## src/sv/assert_macros.svh

```systemverilog
// Assertion macros used by the light level settle filter top level
`ifndef ASSERT_MACROS_SVH
`define ASSERT_MACROS_SVH

// Check a property at every rising clk edge outside reset
`define ASSERT_CLK(label, prop, msg) \
    label: assert property (@(posedge clk) disable iff (!rst_n) (prop)) else $error(msg);

// Check that a condition never holds at a rising clk edge outside reset
`define ASSERT_NEVER(label, cond, msg) \
    label: assert property (@(posedge clk) disable iff (!rst_n) !(cond)) else $error(msg);

`endif

```

## src/sv/lls_pkg.sv

```systemverilog
// Types, constants and the level function of the light level settle filter
package lls_pkg;

    localparam int SAMPLE_W = 16;
    localparam int VALUE_W  = 17;
    localparam int LEVEL_W  = 3;
    localparam int COUNT_W  = 8;
    localparam int INDEX_W  = 3;
    localparam int BOUND_SLOTS = 16;

    localparam logic [INDEX_W-1:0] REG_CLAMP_LIMIT      = 3'd0;
    localparam logic [INDEX_W-1:0] REG_FILTER_ENABLE    = 3'd1;
    localparam logic [INDEX_W-1:0] REG_UP_SETTLE        = 3'd2;
    localparam logic [INDEX_W-1:0] REG_DOWN_SETTLE      = 3'd3;
    localparam logic [INDEX_W-1:0] REG_ZERO_WATCH       = 3'd4;
    localparam logic [INDEX_W-1:0] REG_ZERO_RUN_LIMIT   = 3'd5;
    localparam logic [INDEX_W-1:0] REG_RESET_TRY_LIMIT  = 3'd6;

    localparam logic [VALUE_W-1:0] CLAMP_LIMIT_RST     = 17'd60000;
    localparam logic               FILTER_ENABLE_RST   = 1'b1;
    localparam logic [COUNT_W-1:0] UP_SETTLE_RST       = 8'd5;
    localparam logic [COUNT_W-1:0] DOWN_SETTLE_RST     = 8'd20;
    localparam logic               ZERO_WATCH_RST      = 1'b0;
    localparam logic [COUNT_W-1:0] ZERO_RUN_LIMIT_RST  = 8'd25;
    localparam logic [COUNT_W-1:0] RESET_TRY_LIMIT_RST = 8'd5;

    localparam logic [COUNT_W-1:0] COUNT_MAX = 8'hFF;

    localparam logic [VALUE_W-1:0] LEVEL_BOUNDS [BOUND_SLOTS] = '{
        17'd20, 17'd180, 17'd1750, 17'd17000, 17'd65000,
        17'h1FFFF, 17'h1FFFF, 17'h1FFFF, 17'h1FFFF, 17'h1FFFF, 17'h1FFFF,
        17'h1FFFF, 17'h1FFFF, 17'h1FFFF, 17'h1FFFF, 17'h1FFFF
    };

    typedef struct packed {
        logic [VALUE_W-1:0] clamp_limit;
        logic               level_filter_enable;
        logic [COUNT_W-1:0] up_settle;
        logic [COUNT_W-1:0] down_settle;
        logic               zero_watch_enable;
        logic [COUNT_W-1:0] zero_run_limit;
        logic [COUNT_W-1:0] reset_try_limit;
    } cfg_t;

    typedef struct packed {
        logic [LEVEL_W-1:0] candidate_level;
        logic [COUNT_W-1:0] settle_count;
        logic [COUNT_W-1:0] settle_target;
        logic [LEVEL_W-1:0] reported_level;
        logic [COUNT_W-1:0] zero_run;
        logic [COUNT_W-1:0] reset_tries;
    } filt_state_t;

    typedef struct packed {
        logic               report_valid;
        logic [VALUE_W-1:0] report_value;
        logic [LEVEL_W-1:0] sample_level;
        logic               sensor_reset_request;
    } result_t;

    // Count the bounds below the value among the first level_count-1 slots
    function automatic logic [LEVEL_W-1:0] level_of(
        input logic [SAMPLE_W-1:0] v,
        input int                  level_count
    );
        logic [LEVEL_W-1:0] lvl;
        lvl = '0;
        for (int i = 0; i < BOUND_SLOTS; i++)
        begin
            if ((i + 1 < level_count) && ({1'b0, v} > LEVEL_BOUNDS[i]))
            begin
                lvl = lvl + 1'b1;
            end
        end
        return lvl;
    endfunction

endpackage

```

## src/sv/lls_step.sv

```systemverilog
// Per-sample clamp, level, settle filter and zero watchdog logic
module lls_step
    import lls_pkg::*;
#(
    parameter int LEVEL_COUNT = 5
)
(
    input  cfg_t                cfg,
    input  logic [SAMPLE_W-1:0] sample,
    input  filt_state_t         state,
    output filt_state_t         state_next,
    output result_t             result
);

    logic [SAMPLE_W-1:0] v;
    logic [LEVEL_W-1:0]  lvl;
    logic                valid;
    logic                req;
    logic [COUNT_W:0]    try_cap;
    logic [COUNT_W:0]    try_inc;

    always_comb
    begin
        if ({1'b0, sample} > cfg.clamp_limit)
            v = cfg.clamp_limit[SAMPLE_W-1:0];
        else
            v = sample;
        lvl = level_of(v, LEVEL_COUNT);
    end

    always_comb
    begin
        state_next = state;
        valid      = 1'b0;
        req        = 1'b0;
        try_cap    = (cfg.reset_try_limit == COUNT_MAX) ? {1'b0, COUNT_MAX}
                                                        : {1'b0, cfg.reset_try_limit} + 1'b1;
        try_inc    = {1'b0, state.reset_tries} + 1'b1;

        if (cfg.level_filter_enable)
        begin
            if (state.candidate_level == lvl)
            begin
                if (state.settle_count >= state.settle_target)
                begin
                    valid                     = 1'b1;
                    state_next.reported_level = lvl;
                    state_next.settle_count   = '0;
                end
                else
                begin
                    state_next.settle_count = state.settle_count + 1'b1;
                end
            end
            else
            begin
                state_next.candidate_level = lvl;
                state_next.settle_count    = '0;
                state_next.settle_target   = (state.reported_level >= lvl) ? cfg.down_settle
                                                                           : cfg.up_settle;
            end
        end
        else
        begin
            valid = 1'b1;
        end

        if (cfg.zero_watch_enable && (v == '0))
        begin
            if (state.zero_run > cfg.zero_run_limit)
            begin
                state_next.zero_run    = '0;
                req                    = (state.reset_tries <= cfg.reset_try_limit);
                state_next.reset_tries = (try_inc > try_cap) ? try_cap[COUNT_W-1:0]
                                                             : try_inc[COUNT_W-1:0];
            end
            else if (state.zero_run < COUNT_MAX)
            begin
                state_next.zero_run = state.zero_run + 1'b1;
            end
        end
        else
        begin
            state_next.zero_run    = '0;
            state_next.reset_tries = '0;
        end

        result.report_valid         = valid;
        result.report_value         = valid ? ({1'b0, v} + 1'b1) : '0;
        result.sample_level         = lvl;
        result.sensor_reset_request = req;
    end

endmodule

```

## src/sv/light_level_settle_filter.sv

```systemverilog
// Top level of the light level settle filter
//
//   channel  | handshake            | payload
//   ---------+----------------------+---------------------------------------------
//   in       | in_valid / in_stall  | sample
//   out      | out_valid / out_stall| report_valid, report_value, sample_level,
//            |                      | sensor_reset_request
//   cfg      | cfg_write            | cfg_index, cfg_data
//
// One sample per cycle sustained unless the output stalls; input, then result register.
// Work sits between the input register and the result register, with filter
// and watchdog state updated as a sample moves into the result register.
// A stalled result holds the result register; the input register keeps
// accepting while the result register is free or draining.
// Reset clears control state and loads the register defaults.
module light_level_settle_filter
    import lls_pkg::*;
#(
    parameter int LEVEL_COUNT = 5
)
(
    input  logic                clk,
    input  logic                rst_n,
    input  logic                in_valid,
    output logic                in_stall,
    input  logic [SAMPLE_W-1:0] sample,
    output logic                out_valid,
    input  logic                out_stall,
    output logic                report_valid,
    output logic [VALUE_W-1:0]  report_value,
    output logic [LEVEL_W-1:0]  sample_level,
    output logic                sensor_reset_request,
    input  logic                cfg_write,
    input  logic [INDEX_W-1:0]  cfg_index,
    input  logic [VALUE_W-1:0]  cfg_data
);

`include "assert_macros.svh"

    cfg_t                cfg_reg;
    filt_state_t         state_reg;
    filt_state_t         state_next;
    logic                s1_valid_reg;
    logic                s1_valid_next;
    logic [SAMPLE_W-1:0] s1_sample_reg;
    logic                out_valid_reg;
    logic                out_valid_next;
    result_t             result_reg;
    result_t             result_next;
    logic                advance;
    logic                in_take;

    always_comb
    begin
        advance        = s1_valid_reg && (!out_valid_reg || !out_stall);
        in_stall       = s1_valid_reg && !advance;
        in_take        = in_valid && !in_stall;
        s1_valid_next  = in_take || (s1_valid_reg && !advance);
        out_valid_next = advance || (out_valid_reg && out_stall);
    end

    lls_step #(
        .LEVEL_COUNT (LEVEL_COUNT)
    ) u_step (
        .cfg        (cfg_reg),
        .sample     (s1_sample_reg),
        .state      (state_reg),
        .state_next (state_next),
        .result     (result_next)
    );

    always_ff @(posedge clk or negedge rst_n)
    begin
        if (!rst_n)
        begin
            cfg_reg.clamp_limit         <= CLAMP_LIMIT_RST;
            cfg_reg.level_filter_enable <= FILTER_ENABLE_RST;
            cfg_reg.up_settle           <= UP_SETTLE_RST;
            cfg_reg.down_settle         <= DOWN_SETTLE_RST;
            cfg_reg.zero_watch_enable   <= ZERO_WATCH_RST;
            cfg_reg.zero_run_limit      <= ZERO_RUN_LIMIT_RST;
            cfg_reg.reset_try_limit     <= RESET_TRY_LIMIT_RST;
        end
        else if (cfg_write)
        begin
            case (cfg_index)
                REG_CLAMP_LIMIT:     cfg_reg.clamp_limit         <= cfg_data;
                REG_FILTER_ENABLE:   cfg_reg.level_filter_enable <= cfg_data[0];
                REG_UP_SETTLE:       cfg_reg.up_settle           <= cfg_data[COUNT_W-1:0];
                REG_DOWN_SETTLE:     cfg_reg.down_settle         <= cfg_data[COUNT_W-1:0];
                REG_ZERO_WATCH:      cfg_reg.zero_watch_enable   <= cfg_data[0];
                REG_ZERO_RUN_LIMIT:  cfg_reg.zero_run_limit      <= cfg_data[COUNT_W-1:0];
                REG_RESET_TRY_LIMIT: cfg_reg.reset_try_limit     <= cfg_data[COUNT_W-1:0];
                default:             cfg_reg                     <= cfg_reg;
            endcase
        end
    end

    always_ff @(posedge clk or negedge rst_n)
    begin
        if (!rst_n)
        begin
            state_reg.candidate_level <= '0;
            state_reg.settle_count    <= '0;
            state_reg.settle_target   <= UP_SETTLE_RST;
            state_reg.reported_level  <= '0;
            state_reg.zero_run        <= '0;
            state_reg.reset_tries     <= '0;
            s1_valid_reg              <= 1'b0;
            out_valid_reg             <= 1'b0;
        end
        else
        begin
            s1_valid_reg  <= s1_valid_next;
            out_valid_reg <= out_valid_next;
            if (advance)
            begin
                state_reg <= state_next;
            end
        end
    end

    // Hold payload until the next transaction moves it
    always_ff @(posedge clk)
    begin
        if (in_take)
        begin
            s1_sample_reg <= sample;
        end
        if (advance)
        begin
            result_reg <= result_next;
        end
    end

    assign out_valid            = out_valid_reg;
    assign report_valid         = result_reg.report_valid;
    assign report_value         = result_reg.report_value;
    assign sample_level         = result_reg.sample_level;
    assign sensor_reset_request = result_reg.sensor_reset_request;

    `ASSERT_CLK(a_stall_needs_item, in_stall |-> s1_valid_reg, "input stalled with empty stage")
    `ASSERT_CLK(a_request_at_zero, out_valid_reg && result_reg.sensor_reset_request |-> result_reg.sample_level == '0, "reset request on nonzero level")
    `ASSERT_CLK(a_value_when_valid, out_valid_reg && result_reg.report_valid |-> result_reg.report_value != '0, "reported value is zero")
    `ASSERT_NEVER(a_value_when_idle, out_valid_reg && !result_reg.report_valid && (result_reg.report_value != '0), "unreported value not cleared")

endmodule
```

## config.mk

```make
export PLATFORM = sky130hd
export DESIGN_NAME = light_level_settle_filter
export DESIGN_NICKNAME = d
export VERILOG_FILES = /design/src/sv/lls_pkg.sv /design/src/sv/lls_step.sv /design/src/sv/light_level_settle_filter.sv
export VERILOG_INCLUDE_DIRS = /design/src /design/src/sv
export SDC_FILE = /design/constraint.sdc
export NUM_CORES = 1
export LEC_CHECK = 0
export BUFFER_PORTS_ARGS = -buffer_cell sky130_fd_sc_hd__buf_2
export CORE_MARGIN = 5
export CORE_UTILIZATION = 45
export CTS_CLUSTER_DIAMETER = 100
export DETAILED_ROUTE_END_ITERATION = 10
export HOLD_SLACK_MARGIN = 0.06
export PLACE_DENSITY_LB_ADDON = 0.2
export SKIP_CTS_REPAIR_TIMING = 1
export SYNTH_ARGS = -nofsm -noshare
export SYNTH_HDL_FRONTEND = slang
export SYNTH_SLANG_ARGS = --single-unit
```

## constraint.sdc

```tcl
create_clock -name clk -period 20 [get_ports clk]
set_input_delay 1 -clock clk [delete_from_list [all_inputs] [get_ports clk]]
set_output_delay 1 -clock clk [all_outputs]
set_load 0.05 [all_outputs]
```

==> results_dict.tcl <==
set metrics [dict create \
    hold_start "s1_valid_reg" \
    die-area_mm2 0.0198 \
    ff2ff_path_depth 21 \
    regToRegStartpoint "cfg_reg[48]" \
    setup_violations 0 \
    wl_met1_um 7840 \
    synthCells 743 \
    antenna_cells 0 \
    fin_cells 1044 \
    worstPathRequired_ns 20.35 \
    io_buffers 64 \
    syn2layout_area_growth_pct 14.5 \
    cts.sinks 129 \
    ys_types 68 \
    max_freq_mhz 147 \
    via_count 5755 \
    async_reset_ff_share_pct 70.5 \
    hold_ws_ns 0.496 \
    yosys-top-cells-area "dfrtp_1 23%, edfxtp_1 15%, ha_1 9.8%, mux2_2 6.6%, dfstp_2 6.5%" \
    drv_cap 0 \
    root_buffer "clkbuf_16" \
    yosysMostFrequentCell "dfrtp_1" \
    p_per_area_mw_per_mm2 106 \
    finish.utilization_pct 52.8 \
    fp.dieH_um 141 \
    leakagePower_nw 4.04 \
    cts_buffers 17 \
    synth_seq_cells 129 \
    ant_nets 0 \
    rsz0062_at_grt "false" \
    dr.pass1.iters 5 \
    pin_count 65 \
    clockBufferDepth 2 \
    hpwl_um 13200 \
    grt_overflow 0 \
    gp_congestion 0.905 \
    ys.flop_type "dfrtp_1" \
    seqCellArea_mm2 0.00344 \
    grt_pass1_wl_um 28900 \
    initial_utilization_pct 46.1 \
    drt_wl_total_um 17700 \
    grt_pass1_vias 5832 \
    critPathLaunch "cfg_reg[48]" \
    avgViaCountPerCell 5.51 \
    die_w_um 141 \
    highest_layer "met4" \
    arrival_ns 7.17 \
    met2_length_um 8920 \
    design.core.area_mm2 0.0167 \
    grt_max_degree 53 \
    syn_nets 844 \
    ctsHtreeMaxLevel 4 \
    r2r_setup_slack_ns 13.18 \
    drt_iter0_drc 315 \
    status "completed" \
    clock_latency_ns 0.43 \
    clkTransAtPathRegs_ns 0.06 \
    track_usage_pct 18.4 \
    layout.nets 912 \
    min_to "out_valid" \
    yosysTopAreaCellShare_pct 23.4 \
    syn-mean-instance-area_um2 10.4 \
    multiInputGateArea_mm2 0.00396 \
    hp-class "flop to flop" \
    antenna_found_initial 0 \
    synth_common_cells "72 x dfrtp_1, 67 x nand2_1, 60 x ha_1" \
    drc 0 \
    finalCritPeriodShare_pct 34.1 \
    synth_area_mm2 0.00770 \
    hold_viol_final 0 \
    cp-end-kind "flop" \
    worstHoldPathCells 1 \
    vdd_drop_max_mv 0.0578 \
    clock_skew_ns 0.00972 \
    crit_fanout 23 \
    largest_reg_flops 51 \
    synth_warnings 0 \
    synth-seq-area-share_pct 44.7 \
    synth_top_area_cell "dfrtp_1" \
    synth_edf_count 38 \
    cts_tree "built" \
    period_needed_ns 6.82 \
    drt-wirelength-per-cell_um 17.0 \
    dp.cells 1012 \
    finalPower_mw 0.936 \
    rows 47 \
    rr_endpoint "state_reg[19]" \
    fillers 1525 \
    dr_wl_met3_um 618 \
    slew_violations 0 \
    crit_type "flop to flop" \
    slew_headroom_pct 18.2 \
    drive_above_1_share_pct 21.0 \
    startpoint_type "flop" \
    setup_tns_ns 0 \
    worstMarginPinSlew_ns 1.22 \
]
[placed cells by master, fill, tap and decap left out, types with 7 or more instances in the layout]
cell type,synthesis,routed
nand2_1,67,67
ha_1,60,60
o21a_1,7,7
and3_1,14,14
nor2_1,57,57
a21o_1,10,10
buf_2,3,63
xnor2_1,18,18
mux2i_1,28,28
clkbuf_16,0,18
mux2_2,45,45
clkbuf_1,12,7
a21oi_1,32,32
nand2b_1,10,10
nand4_1,11,11
dfrtp_1,72,72
nor3_1,12,11
xor2_1,18,18
nand3_1,21,21
inv_1,58,58
edfxtp_1,38,38
o21ai_0,45,45
dfstp_2,19,19
[stage by stage]
step	setup WS, ns	area [um^2]
floorplan	13.64	7700
global placement	13.40	8240
detailed placement	13.11	8240
CTS	13.11	8810
global route	12.75	8810
finish	13.18	8810
[layout make-up]
class | instances | area share (%)
tap | 220 | 3.12
clock inverter | 5 | 0.852
timing repair buffer | 67 | 3.92
multi-input combinational | 538 | 44.9
clock buffer | 27 | 5.72
inverter | 58 | 2.47
sequential | 129 | 39.0
[report_power, final]
group / leakage, nW / total, mW / switching (mW) / internal [mW]
clock: 0.284 / 0.306 / 0.110 / 0.197
sequential: 1.48 / 0.362 / 0.0332 / 0.329
combinational: 2.27 / 0.268 / 0.160 / 0.108
[how the worst max path moves through the flow]
| stage | end | slack [ns] |
|---|---|---|
| after floorplan | state_reg[19] | 13.64 |
| after global placement | state_reg[19] | 13.40 |
| after detailed placement | state_reg[19] | 13.11 |
| after CTS | state_reg[19] | 13.11 |
| after global routing | state_reg[19] | 12.75 |
| final | state_reg[19] | 13.18 |
[metal layers]
layer | global-route usage [%] | vias to the layer above
li1 | - | 2794
met1 | 22.7 | 2826
met2 | 31.3 | 106
met3 | 3.89 | 29
met4 | 7.34 | 0
met5 | 0 | -
[cells by family (layout without fill, tap and decap cells)]
family,after synthesis,count (layout),synth area share [%]
xor gates and xnor gates,37,37,4.31
and+or+nand+nor,230,230,15.0
DFF,129,129,44.7
adders and majority gates,60,60,9.75
muxes,75,75,10.7
buffers and inverters,76,157,3.95
AOI/OAI and AO/OA,136,136,11.6
[worst max-delay path, cell delays in order (launching register included)]
cell      delay, ns
dfstp_2        0.54
inv_1          0.05
ha_1           0.34
nand4b_4       0.15
nor4_4         0.33
a211oi_1       0.14
a22oi_2        0.45
buf_4          0.42
mux2i_1        0.44
a21boi_0       0.38
nand2_1        0.09
a21o_1         0.17
ha_1           0.36
xor2_2         0.27
ha_1           0.30
mux2_2         0.29
inv_1          0.09
ha_1           0.24
a21o_1         0.16
a21oi_1        0.79
mux2_2         0.41
mux2_1         0.28
Power figures use the tool's default switching activity.
